<file path="src/hw/rtl/sync_length_xor_frame_receiver_core_defines.svh">
// ----------------------------------------------------------------------------
// sync length xor frame receiver: assertion macros
// shared property forms for the frame receiver checks
// ----------------------------------------------------------------------------
`ifndef SYNC_LENGTH_XOR_FRAME_RECEIVER_CORE_DEFINES_SVH
`define SYNC_LENGTH_XOR_FRAME_RECEIVER_CORE_DEFINES_SVH

// same-cycle implication, checked outside reset
`define SLXFR_ASSERT_NOW(lbl, ante, cons, msg) \
  lbl: assert property (@(posedge clk) disable iff (rst) (ante) |-> (cons)) \
    else $error(msg);

// next-cycle implication, checked outside reset
`define SLXFR_ASSERT_NEXT(lbl, ante, cons, msg) \
  lbl: assert property (@(posedge clk) disable iff (rst) (ante) |=> (cons)) \
    else $error(msg);

`endif

</file>
<file path="src/hw/rtl/slxfr_pkg.sv">
// ----------------------------------------------------------------------------
// slxfr_pkg
// types and constants shared by the frame receiver modules
// ----------------------------------------------------------------------------
`default_nettype none

package slxfr_pkg;

  localparam logic [7:0] SYNC_FIRST  = 8'h55;
  localparam logic [7:0] SYNC_SECOND = 8'hAA;

  localparam int CFG_INDEX_W = 2;

  // register indexes
  localparam logic [CFG_INDEX_W-1:0] CFG_INFO_CODE    = 2'd0;
  localparam logic [CFG_INDEX_W-1:0] CFG_STATUS_CODE  = 2'd1;
  localparam logic [CFG_INDEX_W-1:0] CFG_INFO_LIMIT   = 2'd2;
  localparam logic [CFG_INDEX_W-1:0] CFG_STATUS_LIMIT = 2'd3;

  localparam logic [7:0] INFO_CODE_RST    = 8'h01;
  localparam logic [7:0] STATUS_CODE_RST  = 8'h05;
  localparam logic [7:0] INFO_LIMIT_RST   = 8'd100;
  localparam logic [7:0] STATUS_LIMIT_RST = 8'd150;

  localparam logic [1:0] VERDICT_GOOD = 2'd0;
  localparam logic [1:0] VERDICT_BAD  = 2'd1;
  localparam logic [1:0] VERDICT_CUT  = 2'd2;

  typedef struct packed {
    logic [7:0] info_code;
    logic [7:0] status_code;
    logic [7:0] info_limit;
    logic [7:0] status_limit;
  } slxfr_cfg_t;

  typedef struct packed {
    logic       frame_kind;
    logic [7:0] payload_byte;
    logic [7:0] payload_index;
    logic       has_byte;
    logic       frame_last;
    logic [1:0] frame_verdict;
  } slxfr_result_t;

endpackage

`default_nettype wire

</file>
<file path="src/hw/rtl/sync_length_xor_frame_receiver_core.sv">
// ----------------------------------------------------------------------------
// sync_length_xor_frame_receiver_core
// deframer for 0x55 0xAA headed frames with length limit and xor checksum
// ----------------------------------------------------------------------------
// The receiver takes one byte per clock on the slave side and gives at most
// one result word per byte on the master side, in the cycle after the byte is
// taken. A byte is held off only while the single result register is full
// and the master side is stalled; with m_tready high the sustained rate is
// one byte every cycle. Configuration writes take effect on the next byte.
`default_nettype none

`include "sync_length_xor_frame_receiver_core_defines.svh"

module sync_length_xor_frame_receiver_core (
  input  wire logic                                 clk,
  input  wire logic                                 rst,
  input  wire logic                                 cfg_we,
  input  wire logic [slxfr_pkg::CFG_INDEX_W-1:0]    cfg_index,
  input  wire logic [7:0]                           cfg_data,
  input  wire logic                                 s_tvalid,
  output logic                                      s_tready,
  input  wire logic [7:0]                           s_tdata,   // rx_byte
  input  wire logic                                 s_tlast,   // burst_end
  output logic                                      m_tvalid,
  input  wire logic                                 m_tready,
  // payload_byte [7:0], payload_index [15:8], frame_verdict [17:16], zero pad
  output logic [23:0]                               m_tdata,
  output logic                                      m_tlast,   // frame_last
  output logic [1:0]                                m_tuser    // frame_kind, has_byte
);

  slxfr_pkg::slxfr_cfg_t    cfg;
  slxfr_pkg::slxfr_result_t res, out_res;
  logic                     res_valid;
  logic                     accept;

  assign accept = s_tvalid && s_tready;

  slxfr_cfg_regs u_cfg (
    .clk       (clk),
    .rst       (rst),
    .cfg_we    (cfg_we),
    .cfg_index (cfg_index),
    .cfg_data  (cfg_data),
    .cfg       (cfg)
  );

  slxfr_parser u_parser (
    .clk       (clk),
    .rst       (rst),
    .accept    (accept),
    .rx_byte   (s_tdata),
    .burst_end (s_tlast),
    .cfg       (cfg),
    .res_valid (res_valid),
    .res       (res)
  );

  slxfr_out_reg u_out (
    .clk       (clk),
    .rst       (rst),
    .load      (accept),
    .res_valid (res_valid),
    .res       (res),
    .room      (s_tready),
    .out_valid (m_tvalid),
    .out_ready (m_tready),
    .out_res   (out_res)
  );

  assign m_tdata = {6'd0, out_res.frame_verdict, out_res.payload_index,
                    out_res.payload_byte};
  assign m_tlast = out_res.frame_last;
  assign m_tuser = {out_res.has_byte, out_res.frame_kind};

  // a verdict-only word always closes a frame
  `SLXFR_ASSERT_NOW(a_nobyte_is_last, m_tvalid && !m_tuser[1], m_tlast,
                    "verdict-only word without last")
  // verdict is zero on words inside a frame
  `SLXFR_ASSERT_NOW(a_mid_verdict_zero, m_tvalid && !m_tlast,
                    m_tdata[17:16] == slxfr_pkg::VERDICT_GOOD,
                    "nonzero verdict before end of frame")
  // the reserved verdict code never appears
  `SLXFR_ASSERT_NOW(a_verdict_code, m_tvalid, m_tdata[17:16] != 2'd3,
                    "reserved verdict code")
  // a byte that produces a result shows it in the following cycle
  `SLXFR_ASSERT_NEXT(a_result_follows, accept && res_valid, m_tvalid,
                     "result of accepted byte not presented")

endmodule

`default_nettype wire

</file>
<file path="src/hw/rtl/slxfr_cfg_regs.sv">
// ----------------------------------------------------------------------------
// slxfr_cfg_regs
// kind codes and length limits, written through the plain write port
// ----------------------------------------------------------------------------
`default_nettype none

module slxfr_cfg_regs (
  input  wire logic                                 clk,
  input  wire logic                                 rst,
  input  wire logic                                 cfg_we,
  input  wire logic [slxfr_pkg::CFG_INDEX_W-1:0]    cfg_index,
  input  wire logic [7:0]                           cfg_data,
  output slxfr_pkg::slxfr_cfg_t                     cfg
);

  always_ff @(posedge clk) begin
    if (rst) begin
      cfg.info_code    <= slxfr_pkg::INFO_CODE_RST;
      cfg.status_code  <= slxfr_pkg::STATUS_CODE_RST;
      cfg.info_limit   <= slxfr_pkg::INFO_LIMIT_RST;
      cfg.status_limit <= slxfr_pkg::STATUS_LIMIT_RST;
    end else if (cfg_we) begin
      case (cfg_index)
        slxfr_pkg::CFG_INFO_CODE:    cfg.info_code    <= cfg_data;
        slxfr_pkg::CFG_STATUS_CODE:  cfg.status_code  <= cfg_data;
        slxfr_pkg::CFG_INFO_LIMIT:   cfg.info_limit   <= cfg_data;
        slxfr_pkg::CFG_STATUS_LIMIT: cfg.status_limit <= cfg_data;
        default: ;
      endcase
    end
  end

endmodule

`default_nettype wire

</file>
<file path="src/hw/rtl/slxfr_parser.sv">
// ----------------------------------------------------------------------------
// slxfr_parser
// header hunt, length check and payload xor, one byte per accepted word
// ----------------------------------------------------------------------------
`default_nettype none

module slxfr_parser (
  input  wire logic                     clk,
  input  wire logic                     rst,
  input  wire logic                     accept,
  input  wire logic [7:0]               rx_byte,
  input  wire logic                     burst_end,
  input  wire slxfr_pkg::slxfr_cfg_t    cfg,
  output logic                          res_valid,
  output slxfr_pkg::slxfr_result_t      res
);

  typedef enum logic [2:0] {
    PH_HUNT    = 3'd0,
    PH_SYNC2   = 3'd1,
    PH_TYPE    = 3'd2,
    PH_LEN_LO  = 3'd3,
    PH_LEN_HI  = 3'd4,
    PH_CHECK   = 3'd5,
    PH_PAYLOAD = 3'd6
  } phase_t;

  phase_t     phase, phase_next, next;
  logic       current_kind, current_kind_next;
  logic [7:0] length_low, length_low_next;
  logic [7:0] payload_length, payload_length_next;
  logic [7:0] bytes_seen, bytes_seen_next;
  logic [7:0] expected_check, expected_check_next;
  logic [7:0] running_xor, running_xor_next;
  logic [7:0] limit;

  assign limit = current_kind ? cfg.status_limit : cfg.info_limit;

  always_comb begin
    next                = PH_HUNT;
    current_kind_next   = current_kind;
    length_low_next     = length_low;
    payload_length_next = payload_length;
    bytes_seen_next     = bytes_seen;
    expected_check_next = expected_check;
    running_xor_next    = running_xor;
    res_valid           = 1'b0;
    res                 = '0;
    res.frame_kind      = current_kind;

    case (phase)
      PH_SYNC2: begin
        if (rx_byte == slxfr_pkg::SYNC_SECOND) begin
          next = PH_TYPE;
        end else if (rx_byte == slxfr_pkg::SYNC_FIRST) begin
          next = PH_SYNC2;
        end
      end
      PH_TYPE: begin
        // a byte matching both codes is the info kind
        if (rx_byte == cfg.info_code) begin
          current_kind_next = 1'b0;
          next              = PH_LEN_LO;
        end else if (rx_byte == cfg.status_code) begin
          current_kind_next = 1'b1;
          next              = PH_LEN_LO;
        end
      end
      PH_LEN_LO: begin
        length_low_next = rx_byte;
        next            = PH_LEN_HI;
      end
      PH_LEN_HI: begin
        if (rx_byte == 8'd0 && length_low <= limit) begin
          payload_length_next = length_low;
          next                = PH_CHECK;
        end
      end
      PH_CHECK: begin
        expected_check_next = rx_byte;
        running_xor_next    = 8'd0;
        bytes_seen_next     = 8'd0;
        if (payload_length == 8'd0) begin
          res_valid         = 1'b1;
          res.frame_last    = 1'b1;
          res.frame_verdict = (rx_byte == 8'd0) ? slxfr_pkg::VERDICT_GOOD
                                                : slxfr_pkg::VERDICT_BAD;
        end else if (burst_end) begin
          res_valid         = 1'b1;
          res.frame_last    = 1'b1;
          res.frame_verdict = slxfr_pkg::VERDICT_CUT;
        end else begin
          next = PH_PAYLOAD;
        end
      end
      PH_PAYLOAD: begin
        running_xor_next  = running_xor ^ rx_byte;
        bytes_seen_next   = bytes_seen + 8'd1;
        res_valid         = 1'b1;
        res.has_byte      = 1'b1;
        res.payload_byte  = rx_byte;
        res.payload_index = bytes_seen;
        if (bytes_seen_next == payload_length) begin
          res.frame_last    = 1'b1;
          res.frame_verdict = (running_xor_next == expected_check)
                              ? slxfr_pkg::VERDICT_GOOD : slxfr_pkg::VERDICT_BAD;
        end else if (burst_end) begin
          res.frame_last    = 1'b1;
          res.frame_verdict = slxfr_pkg::VERDICT_CUT;
        end else begin
          next = PH_PAYLOAD;
        end
      end
      default: begin
        // hunting, also the unused phase code
        if (rx_byte == slxfr_pkg::SYNC_FIRST) begin
          next = PH_SYNC2;
        end
      end
    endcase

    phase_next = burst_end ? PH_HUNT : next;
  end

  always_ff @(posedge clk) begin
    if (rst) begin
      phase          <= PH_HUNT;
      current_kind   <= 1'b0;
      length_low     <= 8'd0;
      payload_length <= 8'd0;
      bytes_seen     <= 8'd0;
      expected_check <= 8'd0;
      running_xor    <= 8'd0;
    end else if (accept) begin
      phase          <= phase_next;
      current_kind   <= current_kind_next;
      length_low     <= length_low_next;
      payload_length <= payload_length_next;
      bytes_seen     <= bytes_seen_next;
      expected_check <= expected_check_next;
      running_xor    <= running_xor_next;
    end
  end

endmodule

`default_nettype wire

</file>
<file path="src/hw/rtl/slxfr_out_reg.sv">
// ----------------------------------------------------------------------------
// slxfr_out_reg
// result register on the master side, refilled in the cycle it drains
// ----------------------------------------------------------------------------
`default_nettype none

module slxfr_out_reg (
  input  wire logic                     clk,
  input  wire logic                     rst,
  input  wire logic                     load,
  input  wire logic                     res_valid,
  input  wire slxfr_pkg::slxfr_result_t res,
  output logic                          room,
  output logic                          out_valid,
  input  wire logic                     out_ready,
  output slxfr_pkg::slxfr_result_t      out_res
);

  assign room = !out_valid || out_ready;

  always_ff @(posedge clk) begin
    if (rst) begin
      out_valid <= 1'b0;
    end else if (load) begin
      out_valid <= res_valid;
    end else if (out_ready) begin
      out_valid <= 1'b0;
    end
  end

  always_ff @(posedge clk) begin
    if (load && res_valid) begin
      out_res <= res;
    end
  end

endmodule

`default_nettype wire
</file>
<file path="config.mk">
export PLATFORM = sky130hd
export DESIGN_NAME = sync_length_xor_frame_receiver_core
export DESIGN_NICKNAME = d
export VERILOG_FILES = /design/src/hw/rtl/slxfr_pkg.sv /design/src/hw/rtl/sync_length_xor_frame_receiver_core.sv /design/src/hw/rtl/slxfr_cfg_regs.sv /design/src/hw/rtl/slxfr_parser.sv /design/src/hw/rtl/slxfr_out_reg.sv
export VERILOG_INCLUDE_DIRS = /design/src /design/src/hw/rtl
export SDC_FILE = /design/constraint.sdc
export NUM_CORES = 1
export LEC_CHECK = 0
export ABC_AREA = 1
export BUFFER_PORTS_ARGS = -buffer_cell sky130_fd_sc_hd__buf_2
export CORE_MARGIN = 2
export CORE_UTILIZATION = 59
export DETAILED_ROUTE_END_ITERATION = 12
export PLACE_DENSITY = 0.8
export SYNTH_ARGS = -nofsm -noshare
export SYNTH_HDL_FRONTEND = slang
export SYNTH_HIERARCHICAL = 1
export SYNTH_SLANG_ARGS = --single-unit
</file>
<file path="constraint.sdc">
create_clock -name clk -period 2.6 [get_ports clk]
set_clock_uncertainty 0.1 [all_clocks]
set_input_delay 0.39 -clock clk [delete_from_list [all_inputs] [get_ports clk]]
set_output_delay 0.39 -clock clk [all_outputs]
set_load 0.05 [all_outputs]
</file>
==> flow_summary.ini, run 1 <==
[cts]
cts_tree = done
postCtsSetupBuffers = 0
clk_pin_slew_worst_paths_ns = 0.10
cts_num_sinks = 98
numCtsBuffers = 9
cts_hold_buf = 0
cts-htree-levels = 3
cts_resized = 0
cts_root_buf = clkbuf_8
clkLatencyLatePin_ns = 0.37
clockBufferDepth = 2

[power]
power.internal_uw = 2090
power_density_nw_per_um2 = 519
clock_power_share_pct = 35.1
combPwrFrac_pct = 8.6
p_sw_uw = 725
p_seq_share_pct = 56.4
ir_worst_vdd_v = 0.000381
p_leak_uw = 0.00231
switching_share_pct = 25.8

[drt]
routed_wl_um = 11400
drtIter0Drc = 280
route.detailed.drc = 0
routedWlPerCell_um = 13.9
viasPerCell = 5.36
ant_nets = 0
first_pass_iters = 5
num_vias = 4393

[logic_synthesis]
ys_ff_latch = 98
synth_top_family_by_area = simple AND/OR/NAND/NOR gates
synth_fa_ha_area_share_pct = 2.25
netlist_area_sq_um = 5000
synthSimpleGateAreaFrac_pct = 28.5
synthCells = 677
synth.distinct_cells = 39
yosys_warnings = 6
synth_mux_area_share_pct = 1.40
synth_seq_area_share_pct = 43.5
syn_avg_cell_area_sq_um = 7.38
synth_compound_area_share_pct = 9.74
synthXorXnorAreaFrac_pct = 4.73

[setup_path]
worstPathMaxFanout = 10
reg2reg_slack_ns = 0.22
r2r-end = u_parser/payload_length[5]
r2r_cells = 10
cp-end-kind = flop
critPathLaunchType = flop
criticalPathCategory = flop to flop
reg2reg_from = u_parser/current_kind
cp.required_ns = 2.76
arrival_ns = 2.54

[sta]
fmax_ghz = 0.421
fin_crit_sh_pct = 91.5
worst_pin_slew_ns = 0.625
max_slew_margin_pct = 58.2
finalCriticalPeriod_ns = 2.38
finalHoldViolations = 0
setup_total_negative_slack_ns = 0
whs_ns = 0.194
drv_slew = 0
setup_viol = 0
rsz0062_at_grt = no

[cells_and_area]
antenna_cells = 0
fin_nets = 743
drive_above_1_share_pct = 12.7
fin_area_sq_um = 5430
area_growth_pct = 8.64
final_util_pct = 66.1

[floorplan]
die_w_um = 96.0
die_area_sq_um = 9220
pin_count = 53
core_sq_um = 8220
fp-row-count = 33
die_h_um = 96.0
start_util_pct = 60.8

[min_path]
holdCritPathClass = primary input to flop
whs_path_depth = 4
hold-path-endpoint = u_out/out_valid
worstHoldStart = m_tready

[placement]
place_area_sq_um = 5240
gp_congestion = 0.926
io_buffer_count = 46
hpwl_um = 8300

[global_route]
grt_pass1_wl_um = 18500
gr-total-overflow = 0
first_global_vias = 4035
antenna_found_initial = 0
grt_usage_pct = 26.0
grt_start_max_net_pins = 32

[status]
outcome = finished clean

[job]
cap_violations = 0
layout make-up:
type | instances | area, sq um
fillers | 708 | 2790
multi-input cells | 470 | 2350
flip-flops and latches | 98 | 2170
inverters | 80 | 300
repair buffers | 51 | 280
well taps | 105 | 131
clock buffers | 9 | 124
clock inverters | 7 | 68.8
stage by stage:
step | power (uW) | worst slack, ns | std cells
floorplan | 1800 | 0.396 | 682
global placement | 1850 | 0.450 | 804
detailed placement | 1860 | 0.274 | 804
CTS | 2830 | 0.276 | 820
global route | 2930 | 0.0474 | 820
finish | 2810 | 0.222 | 820
critical path: stages, from the launching register on:
cell     delay (ns)
dfxtp_1        0.62
mux2i_1        0.28
ha_1           0.28
a21oi_1        0.13
o21ai_0        0.10
nand2_1        0.08
nand2_1        0.05
nand2_1        0.13
nand3_1        0.20
o21ai_0        0.25
a21oi_1        0.06
Yosys cell counts (all sizes together):
cell | number | area, sq um
edfxtp | 21 | 631
nand4 | 10 | 62.6
or2 | 2 | 12.5
dfxtp | 77 | 1540
clkinv | 1 | 3.75
o31ai | 1 | 7.51
nand3 | 55 | 280
clkbuf | 9 | 33.8
nand2 | 165 | 632
mux2i | 7 | 70.1
xor2 | 12 | 105
xnor2 | 15 | 131
a21o | 1 | 7.51
a31oi | 1 | 6.26
inv | 79 | 297
o21ai | 22 | 114
o21bai | 1 | 7.51
a21oi | 60 | 312
o211ai | 1 | 7.51
conb | 1 | 3.75
nor2 | 89 | 372
nor4 | 3 | 18.8
ha | 9 | 113
o21a | 1 | 7.51
nor3 | 7 | 45.0
o311a | 1 | 10.0
buf | 25 | 158
a22oi | 1 | 7.51
logic make-up (layout without fill, tap and decap cells):
group	count (synthesis)	in the layout
and+or+nand+nor	331	331
buffers and inverters	114	147
DFF	98	98
AOI/OAI and AO/OA	90	90
xor gates and xnor gates	27	27
adders and majority gates	9	9
muxes	7	7
other	1	6
power by group through the flow:
stage	registers (uW)	clock network (uW)	logic, uW
final	1590	987	241
after global routing	1590	1070	271
after CTS	1590	1010	240
after detailed placement	1620	0	239
after global placement	1620	0	230
after floorplan	1620	0	182
routing by layer:
layer | track usage, % | wire length, um | part of all wire, %
met1 | 31.1 | 4950 | 43
met2 | 44.0 | 5510 | 48
met3 | 5.32 | 544 | 4.8
met4 | 13.0 | 425 | 3.7
met5 | 0 | 0 | 0
layout by cell type (no fill, tap or decap), drive strengths merged, types with 2 or more instances in the layout:
cell,instances
o21ai,22
ha,9
mux2i,7
inv,80
nor3,7
clkinv,5
nor4,3
or2,2
edfxtp,21
clkbuf,9
a21oi,60
nand3,55
xor2,12
conb,6
xnor2,15
buf,51
nand4,10
nand2,165
dfxtp,77
nor2,89
flip-flops by register name, summed over array words and instances, names as in the netlist:
| register | flops |
|---|---|
| u_parser/expected_check | 8 |
| u_parser/payload_length | 8 |
| u_parser/bytes_seen | 8 |
| u_cfg/cfg | 32 |
| u_parser/running_xor | 8 |
| u_parser/phase | 3 |
| u_out/out_valid | 1 |
| u_parser/length_low | 8 |
| u_parser/current_kind | 1 |
| u_out/out_res | 21 |
how the worst max path moves through the flow:
stage / from / to / slack [ns] / cells past startpoint
floorplan: u_out/out_valid / u_out/out_res[0] / 0.40 / 5
detailed placement: u_parser/current_kind / u_parser/payload_length[5] / 0.27 / 10
CTS: u_parser/current_kind / u_parser/payload_length[5] / 0.28 / 10
finish: u_parser/current_kind / u_parser/payload_length[5] / 0.22 / 10
global placement: u_parser/current_kind / u_parser/payload_length[4] / 0.45 / 10
global route: u_parser/current_kind / u_parser/payload_length[7] / 0.05 / 10
Power figures use the tool's default switching activity.
==> inputs of run 2 (changes only) <==
==> constraint.sdc (replaced) <==
create_clock -name clk -period 2.6 [get_ports clk]
set_clock_uncertainty 0.1 [all_clocks]
set_input_delay 0.13 -clock clk [delete_from_list [all_inputs] [get_ports clk]]
set_output_delay 0.13 -clock clk [all_outputs]
set_load 0.05 [all_outputs]
==> run 2 against run 1 <==
Routed wire length grew 2.3%. Sequential cell count did not move. Count of clock-buffer cells in the layout up 4. Critical endpoint is now u_parser/payload_length[4].
==> flow_summary.ini, run 2 (synthesized netlist as in run 1, its figures left out) <==
[placement]
place_area_sq_um = 5220
gp_congestion = 0.896
hpwl_um = 8390
io_buffer_count = 46

[cts]
cts-htree-levels = 3
cts_tree = done
clkLatencyLatePin_ns = 0.36
numCtsBuffers = 9
clk_pin_slew_worst_paths_ns = 0.09
cts_root_buf = clkbuf_8
postCtsSetupBuffers = 0
clockBufferDepth = 2
cts_num_sinks = 98

[sta]
setup_viol = 0
fin_crit_sh_pct = 91.6
rsz0062_at_grt = no
finalHoldViolations = 0
max_slew_margin_pct = 35.1
worst_pin_slew_ns = 0.971
finalCriticalPeriod_ns = 2.38
drv_slew = 0
setup_total_negative_slack_ns = 0
fmax_ghz = 0.420

[global_route]
grt_pass1_wl_um = 18800
first_global_vias = 4097
antenna_found_initial = 0
gr-total-overflow = 0
grt_usage_pct = 26.5
grt_start_max_net_pins = 32

[drt]
num_vias = 4458
routed_wl_um = 11700
ant_nets = 0
route.detailed.drc = 0
first_pass_iters = 5
drtIter0Drc = 285
viasPerCell = 5.36
routedWlPerCell_um = 14.1

[floorplan]
start_util_pct = 60.8
die_area_sq_um = 9220
core_sq_um = 8220
fp-row-count = 33
die_w_um = 96.0
die_h_um = 96.0
pin_count = 53

[job]
cap_violations = 0

[setup_path]
criticalPathCategory = flop to flop
cp-end-kind = flop
arrival_ns = 2.52
worstPathMaxFanout = 10
cp.required_ns = 2.74
startpoint = u_parser/current_kind
reg2reg_from = u_parser/current_kind
cp-endpoint = u_parser/payload_length[4]
r2r-end = u_parser/payload_length[4]
r2r_cells = 10
reg2reg_slack_ns = 0.22
critPathLaunchType = flop

[status]
outcome = finished clean

[cells_and_area]
antenna_cells = 0
area_growth_pct = 10.4
largest_reg_flops = 32
fin_area_sq_um = 5520
layout_commonest_cell = nand2_1
top_register = u_cfg/cfg
layout_common_cells = nand2_1 (160), nor2_1 (82), dfxtp_1 (76), inv_1 (75), a21oi_1 (57)
reg_top3 = u_cfg/cfg: 32 flops, u_out/out_res: 21 flops
drive_above_1_share_pct = 12.3
fin_nets = 754

[power]
ir_worst_vdd_v = 0.000306
p_leak_uw = 0.00234
power_density_nw_per_um2 = 507
power_uw = 2790

[min_path]
worstHoldStart = cfg_index[1]
holdCritPathClass = primary input to flop
## run 2: cell count changes in the layout (fill, tap and decap cells not counted), sizes merged
cell / previous run / this run
dlygate4sd3: 0 / 11
clkinv: 5 / 2
clkbuf: 9 / 13
inv: 80 / 79
## run 2: metrics by stage
stage          util [%]  hold WS (ns)  std cells  setup WS (ns)
2_1_floorplan         -        0.0924        682          0.396
3_3_place_gp       63.6         0.306        804          0.457
3_5_place_dp       63.6         0.315        804          0.203
4_1_cts            67.1       0.00956        831          0.140
5_1_grt            67.1        0.0257        831          0.110
6_report           67.1        0.0272        831          0.219
## run 2: cell type report
cell class | instances | area (sq um)
fill | 701 | 2700
multi-input combinational | 470 | 2350
sequential | 98 | 2170
timing repair buffer | 62 | 378
inverter | 80 | 300
clock buffer | 13 | 139
tap | 105 | 131
clock inverter | 3 | 42.5
## run 2: power breakdown
group | internal, uW | switching (uW) | total [uW] | leakage [uW]
sequential | 1570 | 16.8 | 1590 | 0.000819
clock | 446 | 508 | 954 | 0.0000876
combinational | 85.2 | 168 | 254 | 0.00143
## run 2: per-layer routing
layer	wire length [um]	vias up	share of wire (%)	global-route usage (%)
met5	0	-	0	0
met4	300	0	2.6	12.7
met3	542	22	4.6	4.70
met2	5850	136	50	46.5
met1	5000	2058	43	31.1
li1	-	2242	-	-
## run 2: worst max-delay path, cell delays in order, from the launching register on
cell	delay (ns)
dfxtp_2	0.50
mux2i_1	0.26
ha_1	0.29
a21oi_1	0.19
o21ai_0	0.11
nand2_1	0.06
nand2_1	0.05
nand2_1	0.14
nand3_1	0.22
o21ai_0	0.27
a21oi_1	0.07
## run 2: worst min path at each step
stage	cells past startpoint	end
2_1_floorplan	1	u_out/out_valid
3_3_place_gp	3	u_cfg/cfg[23]
3_5_place_dp	3	u_cfg/cfg[9]
4_1_cts	3	u_cfg/cfg[13]
5_1_grt	3	u_cfg/cfg[13]
6_report	3	u_cfg/cfg[14]
## run 2: timing repair
item	4_1_cts	5_1_grt
resized for setup	0	1
endpoints found under the hold margin	22	0
setup endpoints to repair	0	6
hold buffers	11	0
==> inputs of run 3 (changes only) <==
- CORE_UTILIZATION: 59 -> 58
- PLACE_DENSITY: 0.8 -> 0.79
- SKIP_CTS_REPAIR_TIMING: not set -> 1
- SYNTH_HIERARCHICAL: 1 -> not set
==> run 3 against run 2 <==
Power down 4.3%. Largest power group unchanged. The flow now finishes with violations (negative hold slack). Critical path type unchanged. Non-clock buffer count down 2. Via count down 6.6%. Area after synthesis down 4.7%. Die area down 2.9%.
==> flow_summary.ini, run 3 <==
[setup_path]
worstPathMaxFanout = 12
path_buf_inv = 0
cp-end-kind = flop
arrival_ns = 2.38
worst_path_largest_cell_delay_ns = 0.47
reg2reg_slack_ns = 0.41
cp_num_cells = 8
r2r-end = u_parser.payload_length[4]
cpMaxStageDelayCell = dfxtp_2
r2r_cells = 8
critPathLaunchType = flop
crit_chain = mux2i_1 > ha_1 > a21oi_1 > o21a_1 > nand2_1 > nand2_1 > nand4_1 > a21oi_1
cp_top_family = compound AO/OA/AOI/OAI gates
cp.required_ns = 2.79
criticalPathCategory = flop to flop
reg2reg_from = u_parser.current_kind

[power]
p_seq_share_pct = 59.2
clock_power_share_pct = 32.6
switching_share_pct = 25.4
power.internal_uw = 2000
power_uw = 2680
p_leak_uw = 0.00224
ir_worst_vdd_v = 0.000366
power_density_nw_per_um2 = 505
p_sw_uw = 680
combPwrFrac_pct = 8.2

[logic_synthesis]
synth_top_area_cell = dfxtp_1
netlist_area_sq_um = 4760
ys.flop_type = dfxtp_1
ys_ff_latch = 98
synth_edf_count = 21
synth_top_area_share_pct = 32.4
synthSimpleGateAreaFrac_pct = 24.3
yosys_warnings = 0
yosys-top-cells-count = nand2_1 (109), dfxtp_1 (77), nor2_1 (73), inv_1 (61)
synthCells = 613
synth_top_family_by_area = simple AND/OR/NAND/NOR gates
synth_mux_area_share_pct = 0.841
synthXorXnorAreaFrac_pct = 5.70
yosys.cell_count.top_type = nand2_1
synthArstFlopShare_pct = 0
synth_compound_area_share_pct = 13.1
synth_fa_ha_area_share_pct = 2.37
synth_area_leaders = dfxtp_1 (32%), edfxtp_1 (13%), nand2_1 (8.6%)
synth_seq_area_share_pct = 45.6
synth.distinct_cells = 41
syn_avg_cell_area_sq_um = 7.77

[cts]
numCtsBuffers = 9
clockBufferDepth = 2
cts-htree-levels = 3
clk_pin_slew_worst_paths_ns = 0.09
clkLatencyLatePin_ns = 0.37
cts_tree = done
cts_root_buf = clkbuf_8
cts_num_sinks = 98

[floorplan]
pin_count = 53
die_w_um = 94.6
die_area_sq_um = 8950
start_util_pct = 58.8
fp-row-count = 33
core_sq_um = 8090
die_h_um = 94.6

[status]
outcome = complete, but fails checks
violations = negative hold slack

[drt]
viasPerCell = 5.40
routed_wl_um = 10900
first_pass_iters = 5
drtIter0Drc = 360
routedWlPerCell_um = 14.2
route.detailed.drc = 0
num_vias = 4163
ant_nets = 0

[placement]
hpwl_um = 7890
post-place-ws_ns = 0.300
gp_congestion = 0.930
io_buffer_count = 46

[cells_and_area]
reg_top3 = u_cfg.cfg: 32 flops, u_out.out_res: 21 flops
top_register = u_cfg.cfg
drive_above_1_share_pct = 12.9
area_growth_pct = 11.3
fin_nets = 694
nFillCells = 707
layout_common_cells = nand2_1 (109), dfxtp_1 (76), nor2_1 (73), inv_1 (61)
largest_reg_flops = 32
antenna_cells = 0
layout_commonest_cell = nand2_1

[sta]
whs_ns = -0.0283
setup_viol = 0
max_slew_margin_pct = 51.9
finalHoldViolations = 3
fin_crit_sh_pct = 84.3
setup_total_negative_slack_ns = 0
worst_pin_slew_ns = 0.720
finalCriticalPeriod_ns = 2.19
layout_setup_ws_ns = 0.409
rsz0062_at_grt = no
fmax_ghz = 0.456
drv_slew = 0

[min_path]
worstHoldStart = cfg_data[3]
whs_path_depth = 3
holdCritPathClass = primary input to flop
hold-path-endpoint = u_cfg.cfg[19]

[global_route]
grt_usage_pct = 25.6
gr-total-overflow = 0
grt_start_max_net_pins = 34
first_global_vias = 3744
antenna_found_initial = 0
grt_pass1_wl_um = 17700

[job]
cap_violations = 0
## run 3: changes by cell type after synthesis, sizes merged, moves of 4 or more
| cell | delta |
|---|---|
| nor2 | -9 |
| nor3 | +4 |
| nand3 | -18 |
| nand2 | -51 |
| o21ai | +34 |
| inv | -17 |
| buf | -9 |
## run 3: final cells by class
type                            count  area (sq um)  area share (%)
Clock buffer                       11           131            2.48
Clock inverter                      5          31.3           0.590
Inverter                           63           236            4.46
Multi-Input combinational cell    429          2230            42.0
Sequential cell                    98          2170            41.0
Tap cell                          105           131            2.48
Timing Repair Buffer               60           368            6.94
## run 3: cells by family (layout without fill, tap and decap cells)
group | count (synthesis) | count (layout)
multiplexers | 4 | 4
AND/OR/NAND/NOR | 259 | 259
XOR/XNOR | 31 | 31
other | 1 | 6
adder cells (fa/ha/maj) | 9 | 9
buffers and inverters | 91 | 139
flip-flops | 98 | 98
AO/OA/AOI/OAI | 120 | 120
## run 3: worst max path at each step
stage | from | to | slack (ns)
2_1_floorplan | u_out.out_valid | u_out.out_res[0] | 0.25
3_3_place_gp | u_parser.current_kind | u_parser.payload_length[6] | 0.47
3_5_place_dp | u_parser.current_kind | u_parser.payload_length[3] | 0.30
4_1_cts | u_parser.current_kind | u_parser.payload_length[2] | 0.29
5_1_grt | u_parser.current_kind | u_parser.payload_length[4] | 0.17
6_report | u_parser.current_kind | u_parser.payload_length[4] | 0.41
## run 3: worst reg2reg max path, cell delays in order (launching register included)
cell and delay (ns):
dfxtp_2 0.47, mux2i_1 0.25, ha_1 0.27, a21oi_1 0.14, o21a_1 0.15, nand2_1 0.05
nand2_1 0.12, nand4_1 0.30, a21oi_1 0.26
## run 3: power by group through the flow
| stage | Clock [uW] | Combinational [uW] | Sequential (uW) |
|---|---|---|---|
| floorplan | 0 | 153 | 1620 |
| global placement | 0 | 201 | 1620 |
| detailed placement | 0 | 206 | 1620 |
| CTS | 877 | 208 | 1580 |
| global route | 933 | 244 | 1590 |
| finish | 871 | 220 | 1580 |
## run 3: metrics by stage
stage	instance area (sq um)	cells	util, %
after floorplan	4780	618	-
after global placement	5050	747	62.5
after detailed placement	5050	747	62.5
after CTS	5220	763	64.5
after global routing	5300	771	65.5
final	5300	771	65.5
## run 3: layer usage
metal	vias up	global-route usage (%)	routed length (um)
met4	0	9.90	230
met3	20	3.43	504
li1	2101	-	-
met1	1907	32.7	4860
met2	135	43.8	5340
met5	-	0	0
